--- src/rtl/nfba_pkg.sv ---
`default_nettype none

package nfba_pkg;

  localparam int unsigned NFBA_MAX_BITS = 1024;

  // map word geometry
  localparam int unsigned WORD_W = 32;
  localparam int unsigned OFF_W  = 5;

  // fixed field widths
  localparam int unsigned FLD_OPC_W = 2;
  localparam int unsigned FLD_IDX_W = 10;
  localparam int unsigned FLD_CNT_W = 11;

  localparam int unsigned IN_TDATA_W  = 16;
  localparam int unsigned OUT_TDATA_W = 24;
  localparam int unsigned OUT_TUSER_W = 2;

  typedef enum logic [FLD_OPC_W-1:0] {
    OP_ALLOC = 2'd0,
    OP_SET   = 2'd1,
    OP_CLEAR = 2'd2,
    OP_TEST  = 2'd3
  } opcode_e;

  typedef enum logic [2:0] {
    ST_CLEAR,
    ST_IDLE,
    ST_BIT,
    ST_SCAN,
    ST_DONE
  } state_e;

  typedef struct packed {
    logic [FLD_IDX_W-1:0] result_index;
    logic                 full_res;
    logic                 bit_value;
    logic                 bad_index;
    logic [FLD_CNT_W-1:0] free_left;
  } res_t;

  // bits strictly below off set
  function automatic logic [WORD_W-1:0] mask_below(input logic [OFF_W-1:0] off);
    logic [WORD_W-1:0] m;
    for (int i = 0; i < WORD_W; i++) begin
      m[i] = (OFF_W'(i) < off);
    end
    return m;
  endfunction

  // bits strictly above off set
  function automatic logic [WORD_W-1:0] mask_above(input logic [OFF_W-1:0] off);
    logic [WORD_W-1:0] m;
    for (int i = 0; i < WORD_W; i++) begin
      m[i] = (OFF_W'(i) > off);
    end
    return m;
  endfunction

  // position of the lowest clear bit
  function automatic logic [OFF_W-1:0] first_zero(input logic [WORD_W-1:0] w);
    logic [OFF_W-1:0] pos;
    pos = '0;
    for (int i = WORD_W - 1; i >= 0; i--) begin
      if (!w[i]) begin
        pos = OFF_W'(i);
      end
    end
    return pos;
  endfunction

endpackage

`default_nettype wire

--- src/rtl/nfba_map_ram.sv ---
`default_nettype none

module nfba_map_ram import nfba_pkg::*; #(
  parameter int unsigned MAX_BITS = NFBA_MAX_BITS,
  localparam int unsigned NUM_WORDS = (MAX_BITS + WORD_W - 1) / WORD_W,
  localparam int unsigned ADDR_W = (NUM_WORDS > 1) ? $clog2(NUM_WORDS) : 1
) (
  input  wire logic              clk_i,
  input  wire logic              wr_en_i,
  input  wire logic [ADDR_W-1:0] wr_addr_i,
  input  wire logic [WORD_W-1:0] wr_data_i,
  input  wire logic              rd_en_i,
  input  wire logic [ADDR_W-1:0] rd_addr_i,
  output logic      [WORD_W-1:0] rd_data_o
);

  logic [WORD_W-1:0] mem_q [NUM_WORDS];
  logic [WORD_W-1:0] rd_data_q;

  always_ff @(posedge clk_i) begin
    if (wr_en_i) begin
      mem_q[wr_addr_i] <= wr_data_i;
    end
  end

  // hold read data until the next read
  always_ff @(posedge clk_i) begin
    if (rd_en_i) begin
      rd_data_q <= mem_q[rd_addr_i];
    end
  end

  assign rd_data_o = rd_data_q;

endmodule

`default_nettype wire

--- src/rtl/nfba_ctrl.sv ---
`default_nettype none

module nfba_ctrl import nfba_pkg::*; #(
  parameter int unsigned MAX_BITS = NFBA_MAX_BITS,
  localparam int unsigned NUM_WORDS = (MAX_BITS + WORD_W - 1) / WORD_W,
  localparam int unsigned ADDR_W = (NUM_WORDS > 1) ? $clog2(NUM_WORDS) : 1
) (
  input  wire logic                 clk_i,
  input  wire logic                 rst_ni,
  input  wire logic                 in_valid_i,
  output logic                      in_ready_o,
  input  wire opcode_e              in_opcode_i,
  input  wire logic [FLD_IDX_W-1:0] in_index_i,
  input  wire logic                 cfg_valid_i,
  output logic                      cfg_ready_o,
  input  wire logic [FLD_CNT_W-1:0] cfg_data_i,
  input  wire logic                 res_ready_i,
  output logic                      res_valid_o,
  output res_t                      res_o,
  output logic                      wr_en_o,
  output logic      [ADDR_W-1:0]    wr_addr_o,
  output logic      [WORD_W-1:0]    wr_data_o,
  output logic                      rd_en_o,
  output logic      [ADDR_W-1:0]    rd_addr_o,
  input  wire logic [WORD_W-1:0]    rd_data_i
);

  localparam int unsigned BIT_W  = ADDR_W + OFF_W;
  localparam int unsigned SIZE_W = $clog2(MAX_BITS + 1);

  state_e               state_q, state_d;
  logic [SIZE_W-1:0]    size_q, size_d;
  logic [SIZE_W-1:0]    free_q, free_d;
  logic [BIT_W-1:0]     hint_q, hint_d;
  logic [ADDR_W-1:0]    addr_q, addr_d;
  logic                 first_q, first_d;
  opcode_e              op_q, op_d;
  logic [FLD_IDX_W-1:0] idx_q, idx_d;

  logic [SIZE_W-1:0] cfg_size;
  logic              in_bad;
  logic [BIT_W-1:0]  in_bit;
  logic [BIT_W-1:0]  hint_eff;
  logic [BIT_W-1:0]  last_bit;
  logic [BIT_W-1:0]  idx_bit;
  logic [WORD_W-1:0] bit_mask;
  logic              bit_val;
  logic [WORD_W-1:0] masked;
  logic              found;
  logic [OFF_W-1:0]  pos_off;
  logic [BIT_W-1:0]  pos;
  logic [ADDR_W-1:0] next_addr;
  logic [SIZE_W-1:0] free_n;

  assign cfg_ready_o = 1'b1;

  always_comb begin
    if (32'(cfg_data_i) > MAX_BITS) begin
      cfg_size = SIZE_W'(MAX_BITS);
    end else begin
      cfg_size = SIZE_W'(cfg_data_i);
    end
    in_bad   = 32'(in_index_i) >= 32'(size_q);
    in_bit   = BIT_W'(in_index_i);
    hint_eff = (32'(hint_q) >= 32'(size_q)) ? '0 : hint_q;
    last_bit = BIT_W'(32'(size_q) - 32'd1);
    idx_bit  = BIT_W'(idx_q);
    bit_mask = WORD_W'(1) << idx_bit[OFF_W-1:0];
    bit_val  = rd_data_i[idx_bit[OFF_W-1:0]];
    // treat bits before the hint (first visit) and past the size as used
    masked   = rd_data_i
             | (first_q ? mask_below(hint_eff[OFF_W-1:0]) : '0)
             | ((addr_q == last_bit[BIT_W-1:OFF_W]) ? mask_above(last_bit[OFF_W-1:0]) : '0);
    found    = (masked != '1);
    pos_off  = first_zero(masked);
    pos      = {addr_q, pos_off};
    next_addr = (addr_q == last_bit[BIT_W-1:OFF_W]) ? '0 : addr_q + ADDR_W'(1);
  end

  always_comb begin
    state_d = state_q;
    size_d  = size_q;
    free_d  = free_q;
    hint_d  = hint_q;
    addr_d  = addr_q;
    first_d = first_q;
    op_d    = op_q;
    idx_d   = idx_q;
    free_n  = free_q;

    in_ready_o  = 1'b0;
    res_valid_o = 1'b0;
    res_o       = '0;
    wr_en_o     = 1'b0;
    wr_addr_o   = addr_q;
    wr_data_o   = '0;
    rd_en_o     = 1'b0;
    rd_addr_o   = addr_q;

    case (state_q)
      ST_CLEAR: begin
        wr_en_o = 1'b1;
        addr_d  = addr_q + ADDR_W'(1);
        if (addr_q == ADDR_W'(NUM_WORDS - 1)) begin
          addr_d  = '0;
          state_d = ST_IDLE;
        end
      end
      ST_IDLE: begin
        in_ready_o = 1'b1;
        if (in_valid_i) begin
          op_d  = in_opcode_i;
          idx_d = in_index_i;
          if (in_opcode_i == OP_ALLOC) begin
            if (free_q == '0) begin
              state_d = ST_DONE;
            end else begin
              rd_en_o   = 1'b1;
              rd_addr_o = hint_eff[BIT_W-1:OFF_W];
              addr_d    = hint_eff[BIT_W-1:OFF_W];
              first_d   = 1'b1;
              state_d   = ST_SCAN;
            end
          end else if (in_bad) begin
            state_d = ST_DONE;
          end else begin
            rd_en_o   = 1'b1;
            rd_addr_o = in_bit[BIT_W-1:OFF_W];
            state_d   = ST_BIT;
          end
        end
      end
      ST_BIT: begin
        wr_addr_o = idx_bit[BIT_W-1:OFF_W];
        wr_data_o = rd_data_i;
        if (op_q == OP_SET && !bit_val) begin
          wr_data_o = rd_data_i | bit_mask;
          wr_en_o   = res_ready_i;
          free_n    = free_q - SIZE_W'(1);
        end else if (op_q == OP_CLEAR && bit_val) begin
          wr_data_o = rd_data_i & ~bit_mask;
          wr_en_o   = res_ready_i;
          free_n    = free_q + SIZE_W'(1);
        end
        res_valid_o        = 1'b1;
        res_o.result_index = idx_q;
        res_o.bit_value    = bit_val;
        res_o.free_left    = FLD_CNT_W'(free_n);
        if (res_ready_i) begin
          free_d  = free_n;
          state_d = ST_IDLE;
        end
      end
      ST_SCAN: begin
        if (found) begin
          res_valid_o        = 1'b1;
          res_o.result_index = FLD_IDX_W'(pos);
          res_o.free_left    = FLD_CNT_W'(free_q - SIZE_W'(1));
          wr_data_o          = rd_data_i | (WORD_W'(1) << pos_off);
          if (res_ready_i) begin
            wr_en_o = 1'b1;
            free_d  = free_q - SIZE_W'(1);
            hint_d  = pos;
            state_d = ST_IDLE;
          end
        end else begin
          // advance to the next word, wrapping past the last active one
          rd_en_o   = 1'b1;
          rd_addr_o = next_addr;
          addr_d    = next_addr;
          first_d   = 1'b0;
        end
      end
      ST_DONE: begin
        res_valid_o     = 1'b1;
        res_o.free_left = FLD_CNT_W'(free_q);
        if (op_q == OP_ALLOC) begin
          res_o.full_res = 1'b1;
        end else begin
          res_o.bad_index    = 1'b1;
          res_o.result_index = idx_q;
        end
        if (res_ready_i) begin
          state_d = ST_IDLE;
        end
      end
      default: begin
        state_d = ST_CLEAR;
        addr_d  = '0;
      end
    endcase

    // a size write restarts the whole map
    if (cfg_valid_i) begin
      size_d  = cfg_size;
      free_d  = cfg_size;
      hint_d  = '0;
      addr_d  = '0;
      state_d = ST_CLEAR;
    end
  end

  always_ff @(posedge clk_i or negedge rst_ni) begin
    if (!rst_ni) begin
      state_q <= ST_CLEAR;
      size_q  <= SIZE_W'(MAX_BITS);
      free_q  <= SIZE_W'(MAX_BITS);
      hint_q  <= '0;
      addr_q  <= '0;
      first_q <= 1'b0;
    end else begin
      state_q <= state_d;
      size_q  <= size_d;
      free_q  <= free_d;
      hint_q  <= hint_d;
      addr_q  <= addr_d;
      first_q <= first_d;
    end
  end

  always_ff @(posedge clk_i) begin
    op_q  <= op_d;
    idx_q <= idx_d;
  end

endmodule

`default_nettype wire

--- src/rtl/nfba_out_reg.sv ---
`default_nettype none

module nfba_out_reg import nfba_pkg::*; (
  input  wire logic clk_i,
  input  wire logic rst_ni,
  input  wire logic res_valid_i,
  output logic      res_ready_o,
  input  wire res_t res_i,
  output logic      out_valid_o,
  input  wire logic out_ready_i,
  output res_t      out_o
);

  logic valid_q, valid_d;
  res_t res_q;

  assign res_ready_o = !valid_q || out_ready_i;

  always_comb begin
    valid_d = valid_q;
    if (res_valid_i && res_ready_o) begin
      valid_d = 1'b1;
    end else if (out_ready_i) begin
      valid_d = 1'b0;
    end
  end

  always_ff @(posedge clk_i or negedge rst_ni) begin
    if (!rst_ni) begin
      valid_q <= 1'b0;
    end else begin
      valid_q <= valid_d;
    end
  end

  always_ff @(posedge clk_i) begin
    if (res_valid_i && res_ready_o) begin
      res_q <= res_i;
    end
  end

  assign out_valid_o = valid_q;
  assign out_o       = res_q;

endmodule

`default_nettype wire

--- src/rtl/next_fit_bitmap_allocator_top.sv ---
// Next-fit bitmap allocator.
// Request stream (s_axis): tuser carries the opcode (allocate, mark used, mark free,
// test), tdata the bit index. Result stream (m_axis): one word per request with the
// allocated or echoed index, the old bit value, the free count after the operation,
// and full/bad-index flags in tuser.
// Config channel (cfg_*): a write of the size register reinitializes the map; the
// size saturates at MAX_BITS. Write it only while no request is outstanding.
// The map lives in a 32-bit-wide single-port-read RAM of ceil(MAX_BITS/32) words.
// After reset and after every size write a clearing pass zeroes one word per cycle
// over all ceil(MAX_BITS/32) words; s_axis_tready stays low meanwhile.
// Mark and test read the map word and present the result from the bit state; a bad
// index or an allocate on a full map goes straight to the result; allocate scans the
// map one RAM word read per cycle, at most ceil(MAX_BITS/32) + 1 words.
// One request is in flight at a time; the next is taken only after the result has
// been handed to the output register.
// A stalled receiver holds the result in the output register; the block finishes
// the next request up to its result and waits there until that register frees up.
`default_nettype none

module next_fit_bitmap_allocator_top import nfba_pkg::*; #(
  parameter int unsigned MAX_BITS = NFBA_MAX_BITS
) (
  input  wire logic                   clk_i,
  input  wire logic                   rst_ni,
  input  wire logic                   s_axis_tvalid,
  output logic                        s_axis_tready,
  // [9:0] bit_index, [15:10] zero
  input  wire logic [IN_TDATA_W-1:0]  s_axis_tdata,
  // [1:0] opcode
  input  wire logic [FLD_OPC_W-1:0]   s_axis_tuser,
  output logic                        m_axis_tvalid,
  input  wire logic                   m_axis_tready,
  // [9:0] result_index, [10] bit_value, [21:11] free_left, [23:22] zero
  output logic      [OUT_TDATA_W-1:0] m_axis_tdata,
  // [0] full_res, [1] bad_index
  output logic      [OUT_TUSER_W-1:0] m_axis_tuser,
  input  wire logic                   cfg_valid_i,
  output logic                        cfg_ready_o,
  input  wire logic [FLD_CNT_W-1:0]   cfg_data_i
);

  localparam int unsigned NUM_WORDS = (MAX_BITS + WORD_W - 1) / WORD_W;
  localparam int unsigned ADDR_W    = (NUM_WORDS > 1) ? $clog2(NUM_WORDS) : 1;
  localparam int unsigned PAD_W     = OUT_TDATA_W - FLD_IDX_W - 1 - FLD_CNT_W;

  logic              wr_en;
  logic [ADDR_W-1:0] wr_addr;
  logic [WORD_W-1:0] wr_data;
  logic              rd_en;
  logic [ADDR_W-1:0] rd_addr;
  logic [WORD_W-1:0] rd_data;
  logic              res_valid;
  logic              res_ready;
  res_t              res;
  res_t              out_res;

  nfba_ctrl #(
    .MAX_BITS(MAX_BITS)
  ) u_ctrl (
    .clk_i      (clk_i),
    .rst_ni     (rst_ni),
    .in_valid_i (s_axis_tvalid),
    .in_ready_o (s_axis_tready),
    .in_opcode_i(opcode_e'(s_axis_tuser)),
    .in_index_i (s_axis_tdata[FLD_IDX_W-1:0]),
    .cfg_valid_i(cfg_valid_i),
    .cfg_ready_o(cfg_ready_o),
    .cfg_data_i (cfg_data_i),
    .res_ready_i(res_ready),
    .res_valid_o(res_valid),
    .res_o      (res),
    .wr_en_o    (wr_en),
    .wr_addr_o  (wr_addr),
    .wr_data_o  (wr_data),
    .rd_en_o    (rd_en),
    .rd_addr_o  (rd_addr),
    .rd_data_i  (rd_data)
  );

  nfba_map_ram #(
    .MAX_BITS(MAX_BITS)
  ) u_map_ram (
    .clk_i    (clk_i),
    .wr_en_i  (wr_en),
    .wr_addr_i(wr_addr),
    .wr_data_i(wr_data),
    .rd_en_i  (rd_en),
    .rd_addr_i(rd_addr),
    .rd_data_o(rd_data)
  );

  nfba_out_reg u_out_reg (
    .clk_i      (clk_i),
    .rst_ni     (rst_ni),
    .res_valid_i(res_valid),
    .res_ready_o(res_ready),
    .res_i      (res),
    .out_valid_o(m_axis_tvalid),
    .out_ready_i(m_axis_tready),
    .out_o      (out_res)
  );

  assign m_axis_tdata = {{PAD_W{1'b0}}, out_res.free_left, out_res.bit_value,
                         out_res.result_index};
  assign m_axis_tuser = {out_res.bad_index, out_res.full_res};

  // a size write starts the clearing pass, which blocks requests
  a_cfg_blocks: assert property (@(posedge clk_i) disable iff (!rst_ni)
    cfg_valid_i && cfg_ready_o |=> !s_axis_tready)
    else $error("request accepted during clearing pass");

  // only one request in flight
  a_one_in_flight: assert property (@(posedge clk_i) disable iff (!rst_ni)
    s_axis_tvalid && s_axis_tready |=> !s_axis_tready)
    else $error("second request accepted while busy");

  // a full allocate reports index zero and never a bad index
  a_full_fields: assert property (@(posedge clk_i) disable iff (!rst_ni)
    m_axis_tvalid && m_axis_tuser[0] |->
      m_axis_tdata[FLD_IDX_W-1:0] == '0 && !m_axis_tuser[1] && !m_axis_tdata[FLD_IDX_W])
    else $error("full result with stray fields");

  // a bad index never reports a set bit
  a_bad_fields: assert property (@(posedge clk_i) disable iff (!rst_ni)
    m_axis_tvalid && m_axis_tuser[1] |-> !m_axis_tdata[FLD_IDX_W] && !m_axis_tuser[0])
    else $error("bad-index result with stray fields");

endmodule

`default_nettype wire
--- config.mk ---
export PLATFORM = sky130hd
export DESIGN_NAME = next_fit_bitmap_allocator_top
export DESIGN_NICKNAME = d
export VERILOG_FILES = /design/src/rtl/nfba_pkg.sv /design/src/rtl/nfba_map_ram.sv /design/src/rtl/nfba_ctrl.sv /design/src/rtl/nfba_out_reg.sv /design/src/rtl/next_fit_bitmap_allocator_top.sv
export SDC_FILE = /design/constraint.sdc
export NUM_CORES = 1
export LEC_CHECK = 0
export BUFFER_PORTS_ARGS = -buffer_cell sky130_fd_sc_hd__buf_2
export CORE_MARGIN = 2
export CORE_UTILIZATION = 29
export CTS_CLUSTER_SIZE = 16
export DETAILED_ROUTE_END_ITERATION = 16
export PLACE_DENSITY_LB_ADDON = 0.08
export REMOVE_ABC_BUFFERS = 1
export SETUP_SLACK_MARGIN = 0.1
export SLEW_MARGIN = 10
export SYNTH_ARGS = -nofsm -noshare
export SYNTH_HDL_FRONTEND = slang
export SYNTH_SLANG_ARGS = --single-unit
--- constraint.sdc ---
create_clock -name clk_i -period 18.6 [get_ports clk_i]
set_clock_uncertainty 0.1 [all_clocks]
set_input_delay 0.93 -clock clk_i [delete_from_list [all_inputs] [get_ports clk_i]]
set_output_delay 0.93 -clock clk_i [all_outputs]
set_load 0.01 [all_outputs]
==> metrics.cfg <==
[outcome]
status=completed

[clock_tree]
postCtsSetupBuffers=0
cts_made_buffers=135
cts-root-buf=clkbuf_16
clock_sinks=1134
cts_buffer_depth=3
cts_htree_levels=4
cts_hold_buf=0
post_cts_resized=0
clock_latency_ns=0.77
cts_tree=yes
clk_pin_slew_worst_paths_ns=0.06

[detailed_routing]
detail-route-antenna-nets=0
drc=0
routed_via_density=5.40
wl_mm=176
dr.pass1.iters=5
drtIter0Drc=2965
routedWlPerCell_um=29.3
vias=32400

[finish]
diodes=0
seq_area_um2=33800
nets=3750
syn_to_final_growth_pct=16.2
drive_above_1_share_pct=14.1
nFillCells=16600
multiInputGateArea_um2=15200
final_common_cell=edfxtp_1
layout_common_cells=edfxtp_1, nand2_1, a21oi_1, mux2i_1, buf_4

[global_routing]
grt_max_degree=94
antenna_found_initial=2
grt_pass1_wl_mm=248
overflow=0
gr-usage-all-layers_pct=19.9
grt_pass1_vias=31400

[timing]
finalSetupViolCount=0
slew_violations=0
slew_headroom_pct=16.4
period_share_pct=48.9
period_needed_ns=9.09
finalSetupTns_ns=0
worst_slew_pin_slew_ns=1.24
rsz0062_at_grt=false
hold_viol_final=0
fmax_ghz=0.110

[synthesis]
synth-edff-count=1092
netlist_instances=3618
syn_avg_cell_area_um2=13.7
synth_top_flop_cell=edfxtp_1
synthArstFlopShare_pct=3.70
ys_ff_latch=1134
synth_top_area_share_pct=66.0
synth_top_area_cell=edfxtp_1
yosys_warnings=0
yosys-top-cells-area=edfxtp_1, mux2i_1, a21oi_1
ys_seq_area_share_pct=68.1
synth_area_um2=49700
ys_types=98

[setup_path]
worstSetupPathType=reg2reg
arrival_ns=9.58
reg2reg_from=u_ctrl.size_q[0]
cp.required_ns=19.08
crit_path_end_kind=flip-flop
crit_fanout=48
crit_start=u_ctrl.size_q[0]
r2r_setup_slack_ns=9.51
start_kind=flip-flop

[floorplanning]
core_area_um2=170000
design.die.area_um2=175000
die_h_um=418
die_width_um=418
rows=151
ios=63
initial_utilization_pct=29.2

[run]
maxCapViolations=0

[placed_design]
gp_congestion=0.910
port_buffers=53
dp_hpwl_mm=101

[power_and_ir_drop]
vdd_ir_drop_max_v=0.0000909
leakagePower_nw=18.8
p_total_w=0.00800
p_per_area_nw_per_um2=139

[min_path]
hp-class=in2async

## path summary, 6_finish.rpt
path,to,cells after the start
setup / recovery,u_map_ram.rd_data_o[22],19
hold / removal,u_ctrl.free_q[7],2
setup reg to reg,u_map_ram.rd_data_o[22],19
hold reg to reg,u_ctrl.size_q[10],2
max in group asynchronous,u_ctrl.addr_q[0],2
min in group clk_i,u_ctrl.idx_bit[0],1
## cells by family after synthesis
family                   after synthesis  synth area share, %
other                                  2               0.0151
flip-flops                          1134                 68.1
XOR/XNOR                              18                0.317
AO/OA/AOI/OAI                       1060                 14.8
buffers and inverters                304                 2.66
adder cells (fa/ha/maj)               29                0.731
multiplexers                         240                 5.13
AND/OR/NAND/NOR                      831                 8.22
## registers in the layout, summed over array words and instances, names as in the netlist
| signal | count |
|---|---|
| u_ctrl.size_q | 11 |
| u_ctrl.idx_bit | 10 |
| u_ctrl.op_q | 2 |
| u_out_reg.out_valid_o | 1 |
| u_ctrl.addr_q | 5 |
| u_map_ram.mem_q | 1024 |
| u_ctrl.state_q | 3 |
| u_out_reg.out_o | 24 |
| u_ctrl.first_q | 1 |
| u_map_ram.rd_data_o | 32 |
| u_ctrl.free_q | 11 |
| u_ctrl.hint_q | 10 |
## report_power, final
part           leakage, nW  switching [W]  internal [W]
clock                 2.10        0.00111       0.00152
sequential            10.9      0.0000814       0.00306
combinational         5.76        0.00158      0.000649
## synthesized netlist by cell type, types with 7 or more instances
cell type / instances
mux4_2: 11
o21ai_1: 7
a22o_1: 11
o211ai_1: 8
o221ai_1: 20
nand3b_1: 7
nand2_1: 312
ha_1: 29
a41oi_1: 9
a2111oi_0: 98
buf_2: 58
a311oi_1: 32
mux2i_1: 224
a21o_1: 48
a32oi_1: 7
xnor2_1: 11
buf_1: 8
o22ai_1: 42
a21boi_0: 39
a211oi_1: 110
o21a_1: 8
a31oi_1: 25
nor2b_1: 14
and2_1: 11
a21oi_1: 236
dfrtp_1: 40
edfxtp_1: 1092
nor3b_1: 8
nand2b_1: 24
or3_1: 9
clkbuf_1: 182
or2_2: 12
nor2_1: 152
inv_1: 29
o21ai_0: 154
o31ai_1: 9
nor4_1: 39
nand3_1: 40
and3_1: 145
o2bb2ai_1: 64
o41ai_1: 31
nor3_1: 24
buf_4: 20
xor2_1: 7
a22oi_1: 50
## per-layer routing
layer | GRT usage (%) | routed length (um) | up-vias
li1 | - | - | 14500
met1 | 29.1 | 84300 | 16800
met2 | 30.9 | 79900 | 871
met3 | 2.84 | 7940 | 207
met4 | 5.32 | 4300 | 0
met5 | 0 | 0 | -
## through the flow
stage | worst slack (ns) | hold slack, ns | cells | util (%) | cell area (um2)
detailed placement | 9.44 | 0.442 | 5768 | 31.4 | 53300
global route | 9.06 | 0.190 | 6014 | 34.0 | 57700
floorplan | 1.56 | 0.393 | 3346 | - | 48500
finish | 9.51 | 0.172 | 6014 | 34.0 | 57700
CTS | 9.43 | 0.154 | 6014 | 34.0 | 57700
global placement | 9.45 | 0.443 | 5768 | 31.4 | 53300
## layout make-up
type                            instances  share of cell area [%]
Multi-Input combinational cell       2181                    26.3
Sequential cell                      1134                    58.6
Timing Repair Buffer                  204                    2.49
Clock buffer                          170                    6.08
Clock inverter                         76                    1.52
Tap cell                             2218                    4.81
Inverter                               31                   0.202
## critical path: stages (launching register included)
cell	delay, ns
dfrtp_1	0.71
inv_1	0.18
ha_1	0.45
nand2_1	0.12
or2_2	0.35
a31oi_1	0.63
o32ai_1	0.20
a211oi_1	0.52
o2111ai_1	0.37
nor3b_2	0.37
and3b_1	0.41
a31oi_4	0.37
buf_4	0.43
nand2_4	0.36
buf_4	0.68
buf_4	0.65
a2111oi_0	0.22
a2111oi_0	1.00
nor4_1	0.36
a211oi_1	0.30
(Power assumes the default switching activity.)
